$ cat config.mk
export PLATFORM = sky130hd
export DESIGN_NAME = next_fit_bitmap_id_allocator_unit
export DESIGN_NICKNAME = d
export VERILOG_FILES = /design/src/hdl/nfba_pkg.sv /design/src/hdl/nfba_bitmap.sv /design/src/hdl/nfba_divw.sv /design/src/hdl/nfba_bitfind.sv /design/src/hdl/next_fit_bitmap_id_allocator_unit.sv
export SDC_FILE = /design/constraint.sdc
export NUM_CORES = 2
export LEC_CHECK = 0
export ABC_CLOCK_PERIOD_IN_PS = 6600
export BUFFER_PORTS_ARGS = -buffer_cell sky130_fd_sc_hd__buf_2
export CAP_MARGIN = 20
export CORE_UTILIZATION = 57
export DETAILED_ROUTE_END_ITERATION = 6
export MAX_ROUTING_LAYER = met4
export PLACE_DENSITY = 0.76
export SLEW_MARGIN = 20
export SYNTH_ARGS = -nofsm -noshare
export SYNTH_HDL_FRONTEND = slang
export SYNTH_HIERARCHICAL = 1
export SYNTH_SLANG_ARGS = --single-unit
$ cat constraint.sdc
create_clock -name clk -period 6.6 [get_ports clk]
set_input_delay 1.32 -clock clk [delete_from_list [all_inputs] [get_ports clk]]
set_output_delay 1.32 -clock clk [all_outputs]
set_load 0.01 [all_outputs]
$ cat src/hdl/nfba_pkg.sv
// ----------------------------------------------------------------------------
// Next-fit bitmap ID allocator: shared definitions
// Field widths, request and status codes, and parameter defaults.
// ----------------------------------------------------------------------------
`timescale 1ns / 1ps
`default_nettype none

package nfba_pkg;

  localparam int CODE_W   = 17;
  localparam int BASE_W   = 16;
  localparam int STATUS_W = 2;

  localparam logic [BASE_W-1:0] DEF_CODE_BASE = 16'd1000;

  localparam int DEF_CAPACITY  = 1024;
  localparam int DEF_CHUNK     = 256;
  localparam int DEF_WORD_BITS = 32;

  localparam logic REQ_ALLOC   = 1'b0;
  localparam logic REQ_RELEASE = 1'b1;

  localparam logic [STATUS_W-1:0] STATUS_OK      = 2'd0;
  localparam logic [STATUS_W-1:0] STATUS_FULL    = 2'd1;
  localparam logic [STATUS_W-1:0] STATUS_IGNORED = 2'd2;

endpackage

`default_nettype wire

$ cat src/hdl/nfba_bitmap.sv
// ----------------------------------------------------------------------------
// Used-slot bitmap store
// One write port and one registered read port over the bitmap words.
// ----------------------------------------------------------------------------
`timescale 1ns / 1ps
`default_nettype none

module nfba_bitmap #(
  parameter int DEPTH  = 32,
  parameter int ADDR_W = 5,
  parameter int DATA_W = 32
) (
  input  logic              clk,
  input  logic              we,
  input  logic [ADDR_W-1:0] waddr,
  input  logic [DATA_W-1:0] wdata,
  input  logic [ADDR_W-1:0] raddr,
  output logic [DATA_W-1:0] rdata
);

  logic [DATA_W-1:0] mem [DEPTH];
  logic [DATA_W-1:0] rdata_r;

  always_ff @(posedge clk) begin
    if (we) begin
      mem[waddr] <= wdata;
    end
    rdata_r <= mem[raddr];
  end

  assign rdata = rdata_r;

endmodule

`default_nettype wire

$ cat src/hdl/nfba_divw.sv
// ----------------------------------------------------------------------------
// Slot splitter
// Splits a slot number into word index and bit offset by a reciprocal
// multiply, a back-multiply and one correction step on a registered estimate.
// ----------------------------------------------------------------------------
`timescale 1ns / 1ps
`default_nettype none

module nfba_divw #(
  parameter int WORD_BITS = 32,
  parameter int X_W       = 11,
  parameter int Q_W       = 5,
  parameter int B_W       = 5
) (
  input  logic           clk,
  input  logic           rst_n,
  input  logic           start,
  input  logic [X_W-1:0] x,
  output logic           done,
  output logic [Q_W-1:0] q,
  output logic [B_W-1:0] r,
  output logic [X_W-1:0] ws
);

  localparam int          SH    = X_W;
  localparam int          R_W   = SH + 1;
  localparam int          P_W   = X_W + R_W;
  localparam int unsigned RECIP = (2 ** SH) / WORD_BITS;

  logic [P_W-1:0]   prod_r;
  logic [X_W-1:0]   x1_r;
  logic             v1_r;
  logic [X_W-1:0]   qe_r;
  logic [B_W:0]     re_r;
  logic [X_W-1:0]   x2_r;
  logic             v2_r;

  logic [X_W-1:0]   qe;
  logic [2*X_W-1:0] qm;
  logic [X_W-1:0]   re_full;
  logic             corr;
  logic [B_W:0]     re_adj;
  logic [X_W-1:0]   q_full;

  // The estimate is never above the true quotient and at most one below it.
  assign qe      = X_W'(prod_r >> SH);
  assign qm      = (2*X_W)'(qe) * (2*X_W)'(WORD_BITS);
  assign re_full = x1_r - qm[X_W-1:0];

  always_ff @(posedge clk) begin
    if (!rst_n) begin
      v1_r <= 1'b0;
      v2_r <= 1'b0;
    end else begin
      v1_r <= start;
      v2_r <= v1_r;
    end
    if (start) begin
      x1_r   <= x;
      prod_r <= P_W'(x) * P_W'(RECIP);
    end
    if (v1_r) begin
      qe_r <= qe;
      re_r <= re_full[B_W:0];
      x2_r <= x1_r;
    end
  end

  assign corr   = (re_r >= (B_W+1)'(WORD_BITS));
  assign re_adj = re_r - (B_W+1)'(WORD_BITS);
  assign q_full = qe_r + X_W'(corr);

  assign done = v2_r;
  assign q    = q_full[Q_W-1:0];
  assign r    = corr ? re_adj[B_W-1:0] : re_r[B_W-1:0];
  assign ws   = x2_r - X_W'(r);

endmodule

`default_nettype wire

$ cat src/hdl/nfba_bitfind.sv
// ----------------------------------------------------------------------------
// Free-bit finder
// Locates the lowest clear bit of a bitmap word among the valid positions.
// ----------------------------------------------------------------------------
`timescale 1ns / 1ps
`default_nettype none

module nfba_bitfind #(
  parameter int WORD_BITS = 32,
  parameter int BIT_W     = 5
) (
  input  logic [WORD_BITS-1:0] word,
  input  logic [WORD_BITS-1:0] valid,
  output logic                 found,
  output logic [BIT_W-1:0]     idx
);

  logic [WORD_BITS-1:0] free_bits;
  logic [WORD_BITS-1:0] lowest;

  // Isolating the lowest set bit of the free mask leaves a one-hot word.
  assign free_bits = valid & ~word;
  assign lowest    = free_bits & (~free_bits + WORD_BITS'(1));
  assign found     = |free_bits;

  always_comb begin
    idx = '0;
    for (int i = 0; i < WORD_BITS; i++) begin
      idx = idx | (lowest[i] ? BIT_W'(i) : '0);
    end
  end

endmodule

`default_nettype wire

$ cat src/hdl/next_fit_bitmap_id_allocator_unit.sv
// ----------------------------------------------------------------------------
// Next-fit bitmap ID allocator
// Grants and releases identifier codes from a used-slot bitmap.
// ----------------------------------------------------------------------------
// An allocate first tries the slot after the last grant, then scans the
// bitmap one word per cycle from that slot's word to the end of the opened
// region and wraps to the start; with no free slot it opens a further chunk
// (clearing the chunk's words one per cycle) up to the capacity, otherwise
// it reports no free slot. When the slot after the last grant lies outside
// the opened region the scan starts at once from word 0. A release and an
// allocate that gets the slot after the last grant pass through the slot
// splitter, the registered bitmap read and the check state; an ignored
// release goes straight to the result. A scan issues each bitmap read one
// word ahead of checking the returned data, and opening a chunk adds a
// split and a read of the new word and then the clearing of the chunk.
// The block takes one transaction at a time; the result sits in an output
// register so the next request may be accepted before it is taken, and a
// result that finds that register still full waits until it is emptied.
`timescale 1ns / 1ps
`default_nettype none

module next_fit_bitmap_id_allocator_unit #(
  parameter int CAPACITY  = nfba_pkg::DEF_CAPACITY,
  parameter int CHUNK     = nfba_pkg::DEF_CHUNK,
  parameter int WORD_BITS = nfba_pkg::DEF_WORD_BITS
) (
  input  logic                          clk,
  input  logic                          rst_n,
  input  logic                          cfg_wr_en,
  input  logic [nfba_pkg::BASE_W-1:0]   cfg_wr_data,
  input  logic                          in_valid,
  output logic                          in_ready,
  input  logic                          in_req_type,
  input  logic [nfba_pkg::CODE_W-1:0]   in_release_code,
  output logic                          out_valid,
  input  logic                          out_ready,
  output logic [nfba_pkg::CODE_W-1:0]   out_granted_code,
  output logic [nfba_pkg::STATUS_W-1:0] out_status
);

  import nfba_pkg::*;

  localparam int NWORDS = (CAPACITY + WORD_BITS - 1) / WORD_BITS;
  localparam int IDX_W  = $clog2(NWORDS);
  localparam int BIT_W  = $clog2(WORD_BITS);
  localparam int SLOT_W = $clog2(CAPACITY + 1);
  localparam int WS_W   = $clog2(CAPACITY + 2 * WORD_BITS);
  localparam int LIM_W  = $clog2(CAPACITY + CHUNK + 1);

  typedef enum logic [2:0] {
    S_IDLE, S_DIV, S_RD, S_CHK, S_SCAN, S_WR, S_CLR, S_DONE
  } state_t;

  typedef enum logic [1:0] {
    OP_REL, OP_TRY, OP_EXP
  } op_t;

  state_t                st_r;
  op_t                   op_r;
  logic [IDX_W-1:0]      word_r;
  logic [BIT_W-1:0]      bit_r;
  logic [WS_W-1:0]       ws_r;
  logic [WORD_BITS-1:0]  data_r;
  logic [IDX_W-1:0]      iw_r;
  logic [WS_W-1:0]       iws_r;
  logic [IDX_W-1:0]      ini_r;
  logic                  phase_r;
  logic                  pend_r;
  logic [IDX_W-1:0]      pw_r;
  logic [WS_W-1:0]       pws_r;
  logic [SLOT_W-1:0]     next_slot_r;
  logic [SLOT_W-1:0]     open_limit_r;
  logic [BASE_W-1:0]     base_r;
  logic [CODE_W-1:0]     res_code_r;
  logic [STATUS_W-1:0]   res_status_r;
  logic                  out_valid_r;
  logic [CODE_W-1:0]     out_code_r;
  logic [STATUS_W-1:0]   out_status_r;

  logic [CODE_W:0]       rel_diff;
  logic                  rel_bad;
  logic                  div_start;
  logic [SLOT_W-1:0]     div_x;
  logic                  div_done;
  logic [IDX_W-1:0]      div_q;
  logic [BIT_W-1:0]      div_r;
  logic [SLOT_W-1:0]     div_ws;
  logic                  mem_we;
  logic [IDX_W-1:0]      mem_waddr;
  logic [WORD_BITS-1:0]  mem_wdata;
  logic [IDX_W-1:0]      mem_raddr;
  logic [WORD_BITS-1:0]  mem_rdata;
  logic [WORD_BITS-1:0]  bit_oh;
  logic [WORD_BITS-1:0]  chk_md;
  logic [WORD_BITS-1:0]  scan_mask;
  logic [WORD_BITS-1:0]  scan_md;
  logic                  find_any;
  logic [BIT_W-1:0]      find_idx;
  logic                  found_now;
  logic                  issue_ok;
  logic                  scan_over;
  logic                  room;
  logic [SLOT_W-1:0]     chk_slot;
  logic [SLOT_W-1:0]     wr_slot;

  // Bits at or above the opened limit are never trusted: words past the
  // limit are not cleared at reset, only when their chunk is opened.
  function automatic logic [WORD_BITS-1:0] valid_mask(input logic [WS_W-1:0] ws,
                                                      input logic [SLOT_W-1:0] lim);
    logic [WS_W-1:0]      limx;
    logic [WS_W-1:0]      rem;
    logic [WORD_BITS-1:0] m;
    limx = WS_W'(lim);
    rem  = (limx > ws) ? (limx - ws) : '0;
    for (int b = 0; b < WORD_BITS; b++) begin
      m[b] = (WS_W'(b) < rem);
    end
    return m;
  endfunction

  function automatic logic [CODE_W-1:0] make_code(input logic [BASE_W-1:0] base,
                                                  input logic [SLOT_W-1:0] slot);
    return CODE_W'(base) + CODE_W'(slot);
  endfunction

  assign rel_diff = {1'b0, in_release_code} - (CODE_W+1)'(base_r);
  assign rel_bad  = rel_diff[CODE_W] || (rel_diff[CODE_W-1:0] >= CODE_W'(open_limit_r));

  assign bit_oh    = WORD_BITS'(1) << bit_r;
  assign chk_md    = mem_rdata & valid_mask(ws_r, open_limit_r);
  assign scan_mask = valid_mask(pws_r, open_limit_r);
  assign scan_md   = mem_rdata & scan_mask;
  assign chk_slot  = SLOT_W'(ws_r + WS_W'(bit_r));
  assign wr_slot   = chk_slot;

  assign found_now = pend_r && find_any;
  assign issue_ok  = phase_r ? (iw_r < ini_r) : (iws_r < WS_W'(open_limit_r));
  assign scan_over = !found_now && !issue_ok && (phase_r || (ini_r == '0));
  assign room      = (LIM_W'(open_limit_r) + LIM_W'(CHUNK)) <= LIM_W'(CAPACITY);

  always_comb begin
    div_start = 1'b0;
    div_x     = open_limit_r;
    if (st_r == S_IDLE && in_valid) begin
      if (in_req_type == REQ_RELEASE) begin
        div_start = !rel_bad;
        div_x     = SLOT_W'(rel_diff[CODE_W-1:0]);
      end else begin
        div_start = (next_slot_r < open_limit_r);
        div_x     = next_slot_r;
      end
    end else if (st_r == S_SCAN) begin
      div_start = scan_over && room;
    end
  end

  assign mem_raddr = (st_r == S_RD) ? word_r : iw_r;

  always_comb begin
    mem_we    = 1'b0;
    mem_waddr = word_r;
    mem_wdata = chk_md | bit_oh;
    unique case (st_r)
      S_CHK: begin
        unique case (op_r)
          OP_REL: begin
            mem_we    = 1'b1;
            mem_wdata = chk_md & ~bit_oh;
          end
          OP_TRY: mem_we = !chk_md[bit_r];
          OP_EXP: mem_we = 1'b1;
        endcase
      end
      S_WR: begin
        mem_we    = 1'b1;
        mem_wdata = data_r | bit_oh;
      end
      S_CLR: begin
        mem_we    = (iws_r < WS_W'(open_limit_r));
        mem_waddr = iw_r;
        mem_wdata = '0;
      end
      default: mem_we = 1'b0;
    endcase
  end

  always_ff @(posedge clk) begin
    if (!rst_n) begin
      st_r         <= S_IDLE;
      op_r         <= OP_REL;
      next_slot_r  <= '0;
      open_limit_r <= '0;
      base_r       <= DEF_CODE_BASE;
      out_valid_r  <= 1'b0;
      pend_r       <= 1'b0;
      phase_r      <= 1'b0;
    end else begin
      if (cfg_wr_en) begin
        base_r <= cfg_wr_data;
      end
      // In S_DONE the output register is handled by the state itself.
      if (out_valid_r && out_ready && st_r != S_DONE) begin
        out_valid_r <= 1'b0;
      end
      unique case (st_r)
        S_IDLE: begin
          if (in_valid) begin
            if (in_req_type == REQ_RELEASE) begin
              if (rel_bad) begin
                res_code_r   <= '0;
                res_status_r <= STATUS_IGNORED;
                st_r         <= S_DONE;
              end else begin
                op_r <= OP_REL;
                st_r <= S_DIV;
              end
            end else if (next_slot_r < open_limit_r) begin
              op_r <= OP_TRY;
              st_r <= S_DIV;
            end else begin
              iw_r    <= '0;
              iws_r   <= '0;
              ini_r   <= '0;
              phase_r <= 1'b0;
              pend_r  <= 1'b0;
              st_r    <= S_SCAN;
            end
          end
        end
        S_DIV: begin
          if (div_done) begin
            word_r <= div_q;
            bit_r  <= div_r;
            ws_r   <= WS_W'(div_ws);
            st_r   <= S_RD;
          end
        end
        S_RD: st_r <= S_CHK;
        S_CHK: begin
          unique case (op_r)
            OP_REL: begin
              res_code_r   <= '0;
              res_status_r <= STATUS_OK;
              st_r         <= S_DONE;
            end
            OP_TRY: begin
              if (!chk_md[bit_r]) begin
                res_code_r   <= make_code(base_r, chk_slot);
                res_status_r <= STATUS_OK;
                next_slot_r  <= chk_slot + SLOT_W'(1);
                st_r         <= S_DONE;
              end else begin
                ini_r   <= word_r;
                iw_r    <= word_r;
                iws_r   <= ws_r;
                phase_r <= 1'b0;
                pend_r  <= 1'b0;
                st_r    <= S_SCAN;
              end
            end
            OP_EXP: begin
              res_code_r   <= make_code(base_r, chk_slot);
              res_status_r <= STATUS_OK;
              next_slot_r  <= chk_slot + SLOT_W'(1);
              open_limit_r <= SLOT_W'(LIM_W'(open_limit_r) + LIM_W'(CHUNK));
              iw_r         <= word_r + IDX_W'(1);
              iws_r        <= ws_r + WS_W'(WORD_BITS);
              st_r         <= S_CLR;
            end
          endcase
        end
        S_SCAN: begin
          // Reads are issued one word ahead of the check of returned data.
          if (found_now) begin
            word_r <= pw_r;
            ws_r   <= pws_r;
            bit_r  <= find_idx;
            data_r <= scan_md;
            pend_r <= 1'b0;
            st_r   <= S_WR;
          end else if (issue_ok) begin
            pend_r <= 1'b1;
            pw_r   <= iw_r;
            pws_r  <= iws_r;
            iw_r   <= iw_r + IDX_W'(1);
            iws_r  <= iws_r + WS_W'(WORD_BITS);
          end else if (!scan_over) begin
            phase_r <= 1'b1;
            iw_r    <= '0;
            iws_r   <= '0;
            pend_r  <= 1'b0;
          end else if (!room) begin
            pend_r       <= 1'b0;
            res_code_r   <= '0;
            res_status_r <= STATUS_FULL;
            st_r         <= S_DONE;
          end else begin
            pend_r <= 1'b0;
            op_r   <= OP_EXP;
            st_r   <= S_DIV;
          end
        end
        S_WR: begin
          res_code_r   <= make_code(base_r, wr_slot);
          res_status_r <= STATUS_OK;
          next_slot_r  <= wr_slot + SLOT_W'(1);
          st_r         <= S_DONE;
        end
        S_CLR: begin
          if (iws_r < WS_W'(open_limit_r)) begin
            iw_r  <= iw_r + IDX_W'(1);
            iws_r <= iws_r + WS_W'(WORD_BITS);
          end else begin
            st_r <= S_DONE;
          end
        end
        S_DONE: begin
          if (!out_valid_r || out_ready) begin
            out_valid_r  <= 1'b1;
            out_code_r   <= res_code_r;
            out_status_r <= res_status_r;
            st_r         <= S_IDLE;
          end
        end
      endcase
    end
  end

  nfba_divw #(
    .WORD_BITS (WORD_BITS),
    .X_W       (SLOT_W),
    .Q_W       (IDX_W),
    .B_W       (BIT_W)
  ) u_divw (
    .clk   (clk),
    .rst_n (rst_n),
    .start (div_start),
    .x     (div_x),
    .done  (div_done),
    .q     (div_q),
    .r     (div_r),
    .ws    (div_ws)
  );

  nfba_bitmap #(
    .DEPTH  (NWORDS),
    .ADDR_W (IDX_W),
    .DATA_W (WORD_BITS)
  ) u_bitmap (
    .clk   (clk),
    .we    (mem_we),
    .waddr (mem_waddr),
    .wdata (mem_wdata),
    .raddr (mem_raddr),
    .rdata (mem_rdata)
  );

  nfba_bitfind #(
    .WORD_BITS (WORD_BITS),
    .BIT_W     (BIT_W)
  ) u_bitfind (
    .word  (mem_rdata),
    .valid (scan_mask),
    .found (find_any),
    .idx   (find_idx)
  );

  assign in_ready         = (st_r == S_IDLE);
  assign out_valid        = out_valid_r;
  assign out_granted_code = out_code_r;
  assign out_status       = out_status_r;

  a_code_zero_unless_ok: assert property (@(posedge clk) disable iff (!rst_n)
    (out_valid_r && out_status_r != STATUS_OK) |-> (out_code_r == '0))
    else $error("granted code not zero on a failed transaction");

  a_next_within_region: assert property (@(posedge clk) disable iff (!rst_n)
    next_slot_r <= open_limit_r)
    else $error("next slot beyond the opened region");

  a_limit_within_capacity: assert property (@(posedge clk) disable iff (!rst_n)
    LIM_W'(open_limit_r) <= LIM_W'(CAPACITY))
    else $error("opened region exceeds capacity");

  a_split_only_when_waited: assert property (@(posedge clk) disable iff (!rst_n)
    div_done |-> (st_r == S_DIV))
    else $error("slot splitter finished outside its wait state");

  a_write_states: assert property (@(posedge clk) disable iff (!rst_n)
    mem_we |-> (st_r == S_CHK || st_r == S_WR || st_r == S_CLR))
    else $error("bitmap written outside an update state");

endmodule

`default_nettype wire
==> out/results.ini <==
[worst_setup_path]
crit_type=flip-flop to flip-flop
r2r-end=u_bitmap/mem[20][17]$_DFFE_PP_
critPathLaunchType=flip-flop
crit_slowest_cell=or3b_2
cp.arrival_ns=6.57
cp.required_ns=7.03
critical_path.top_delay_family=simple AND/OR/NAND/NOR gates
crit_fanout=23
cp-endpoint=u_bitmap/mem[20][17]$_DFFE_PP_
crit_buf_inv=3
rr_startpoint=ws_r[0]$_DFFE_PP_
cp.depth=17
end_kind=flip-flop
crit_top_cell=nand3_1
path_cells=inv_1 -> ha_1 -> nor4b_2 -> a311o_1 -> nand3_1 -> a2111o_1 -> nor2_1 -> a21oi_1 -> o41ai_1 -> o21ai_1 -> nand3_1 -> nor3_1 -> o21ai_0 -> buf_4 -> or3b_2 -> nor2_4 -> buf_12
reg2reg_depth=17
cpPeakStageDelay_ns=0.69
r2r_slack_ns=0.46
worstSetupStartpoint=ws_r[0]$_DFFE_PP_

[timing]
fin_ws_ns=0.460
clock.fmax_mhz=163
period_share=0.930
finalClockSkew_ns=0.0379
hold_violations=0
relSlewSlack=0.237
rsz0062_at_grt=no
slew_violations=0
tightestPinTransition_ns=1.13
setup_tns_ns=0
period_needed_ns=6.14
setup_viol=0

[pwr]
power_density_nw_per_um2=352
ir_drop_v=0.000263
power_leakage_uw=0.0219

[clock_tree]
cts_setup_buffers=0
hold_buffers=0
clk_pin_slew_ns=0.07
cts_buffer_depth=3
clock-sinks=1246
tritoncts=yes
htree_levels=4
clock_latency_ns=0.75
cts_root_buffer=clkbuf_16
cts_resized=0
cts_buffers=130

[yosys]
syn-mean-instance-area_um2=14.3
synth_edf_count=1174
synth_area_um2=54100
ys_seq_area_frac=0.679
ys_async_sr_fraction=0
synthCells=3782
synth_ff_type=edfxtp_1
synth_cell_types=93
ys_seq_elements=1246
yosys_warnings=6

[global_routing]
antenna_found_initial=2
grt_pass1_vias=32500
grt_overflow=0
track_usage=0.307
grt_max_degree=78
grt_pass1_wl_mm=209

[placed_design]
place.gp.congestion=0.999
post-place-ws_ns=0.613
hpwl_mm=89.8
portBuffers=59

[final_layout]
final_common_cell=edfxtp_1
fill_cells=6697
multi_input_area_um2=16400
area_growth_pct=12.6
nNetsFinal=4022
drive_gt1_frac=0.132
regArea_um2=36700
final_cell_mix=1174 x edfxtp_1, 544 x mux2i_1, 223 x nand2_1

[floorplan]
rows=112
die-area_um2=96100
die_y_um=310
start_util=0.578
die_x_um=310
core_area_um2=93600
io_pins=60

[route]
firstDrtPassIters=7
routed_via_density=6.37
drt_iter0_drc=3791
route.detailed.drc=0
wire_per_inst_um=27.0
routed_wl_mm=142
vias=33600
antenna_left=0

[min_path]
hold_path_class=flip-flop to flip-flop

[job]
maxCapViolCount=0

[run_status]
status=completed

==> synth_stat cells (19+ instances only) <==
master,number,share of area
a21oi_1,218,0.020
a22o_1,66,0.011
a22oi_1,96,0.013
a31oi_1,54,0.0062
and2_1,49,0.0057
buf_2,31,0.0029
buf_4,46,0.0064
buf_6,19,0.0040
clkbuf_1,103,0.0071
dfxtp_1,72,0.027
edfxtp_1,1174,0.65
ha_1,64,0.015
inv_1,79,0.0055
mux2_2,29,0.0060
mux2i_1,544,0.10
nand2_1,227,0.016
nand2b_1,25,0.0029
nand3_1,142,0.013
nor2_1,185,0.013
nor2b_1,43,0.0050
nor3_1,61,0.0056
o21ai_0,110,0.010
o22ai_1,27,0.0031
xnor2_1,39,0.0063
xor2_1,25,0.0040
==> how the worst min path moves through the flow <==
stage / cells past startpoint / slack, ns / to / startpoint
floorplan: 0 / 0.40 / out_granted_code[0]$_DFFE_PP_ / res_code_r[0]$_DFFE_PP_
global placement: 0 / 0.40 / pws_r[4]$_DFFE_PP_ / iws_r[4]$_DFFE_PP_
detailed placement: 0 / 0.40 / pws_r[1]$_DFFE_PP_ / iws_r[1]$_DFFE_PP_
CTS: 0 / 0.40 / u_divw/re_r[0]$_DFFE_PP_ / u_divw/x1_r[0]$_DFFE_PP_
global route: 0 / 0.42 / u_divw/re_r[0]$_DFFE_PP_ / u_divw/x1_r[0]$_DFFE_PP_
finish: 0 / 0.40 / u_divw/re_r[0]$_DFFE_PP_ / u_divw/x1_r[0]$_DFFE_PP_
==> per-layer routing <==
| layer | vias to the layer above | track usage | routed length [um] | share of wire |
|---|---|---|---|---|
| met5 | - | - | 0 | 0 |
| met4 | 0 | 0.119 | 5520 | 0.039 |
| met3 | 339 | 0.0475 | 12400 | 0.087 |
| met2 | 1742 | 0.475 | 66700 | 0.47 |
| met1 | 16700 | 0.412 | 57600 | 0.41 |
| li1 | 14800 | - | - | - |
==> report_power, final <==
part | leakage, uW | internal (uW) | switching [uW] | total [uW]
registers | 0.0114 | 9070 | 410 | 9480
clock network | 0.00202 | 4040 | 3070 | 7110
logic | 0.00848 | 1750 | 3070 | 4820
==> worst register-to-register path: stages, from the launching register on <==
cell      delay, ns
edfxtp_1       0.57
inv_1          0.15
ha_1           0.39
nor4b_2        0.51
a311o_1        0.24
nand3_1        0.22
a2111o_1       0.68
nor2_1         0.50
a21oi_1        0.13
o41ai_1        0.33
o21ai_1        0.16
nand3_1        0.28
nor3_1         0.09
o21ai_0        0.19
buf_4          0.17
or3b_2         0.69
nor2_4         0.25
buf_12         0.26
==> state kept, by name, summed over array words and instances, names as in the netlist, 16 cells and up <==
| register | flops |
|---|---|
| u_bitmap/mem | 1024 |
| out_granted_code | 17 |
| res_code_r | 17 |
| base_r | 16 |
| u_bitmap/rdata | 32 |
| data_r | 32 |
==> through the flow <==
stage | hold WS, ns | area [um^2] | util | cells | total power, uW
3_5_place_dp | 0.405 | 56700 | 0.606 | 5038 | 14400
2_1_floorplan | 0.400 | 54100 | - | 3787 | 12800
5_1_grt | 0.415 | 60900 | 0.650 | 5273 | 22100
6_report | 0.403 | 60900 | 0.650 | 5274 | 21400
4_1_cts | 0.398 | 60800 | 0.650 | 5273 | 21400
3_3_place_gp | 0.401 | 56700 | 0.606 | 5038 | 14300
==> area by class of cell <==
type | instances | area share
repair buffers | 209 | 0.0287
diodes | 1 | 0.0000411
clock buffers | 177 | 0.0586
clock inverters | 58 | 0.00974
multi-input cells | 2247 | 0.269
well taps | 1254 | 0.0258
flip-flops and latches | 1246 | 0.603
inverters | 82 | 0.00506
==> cells by family after synthesis <==
logic type / count (synthesis) / synth area share
other: 1 / 0.0000693
adders and majority gates: 67 / 0.0159
xor gates and xnor gates: 64 / 0.0104
muxes: 574 / 0.107
DFF: 1246 / 0.679
buffers and inverters: 294 / 0.0271
AOI/OAI and AO/OA: 713 / 0.0871
and+or+nand+nor: 823 / 0.0739
(Power assumes the default switching activity.)
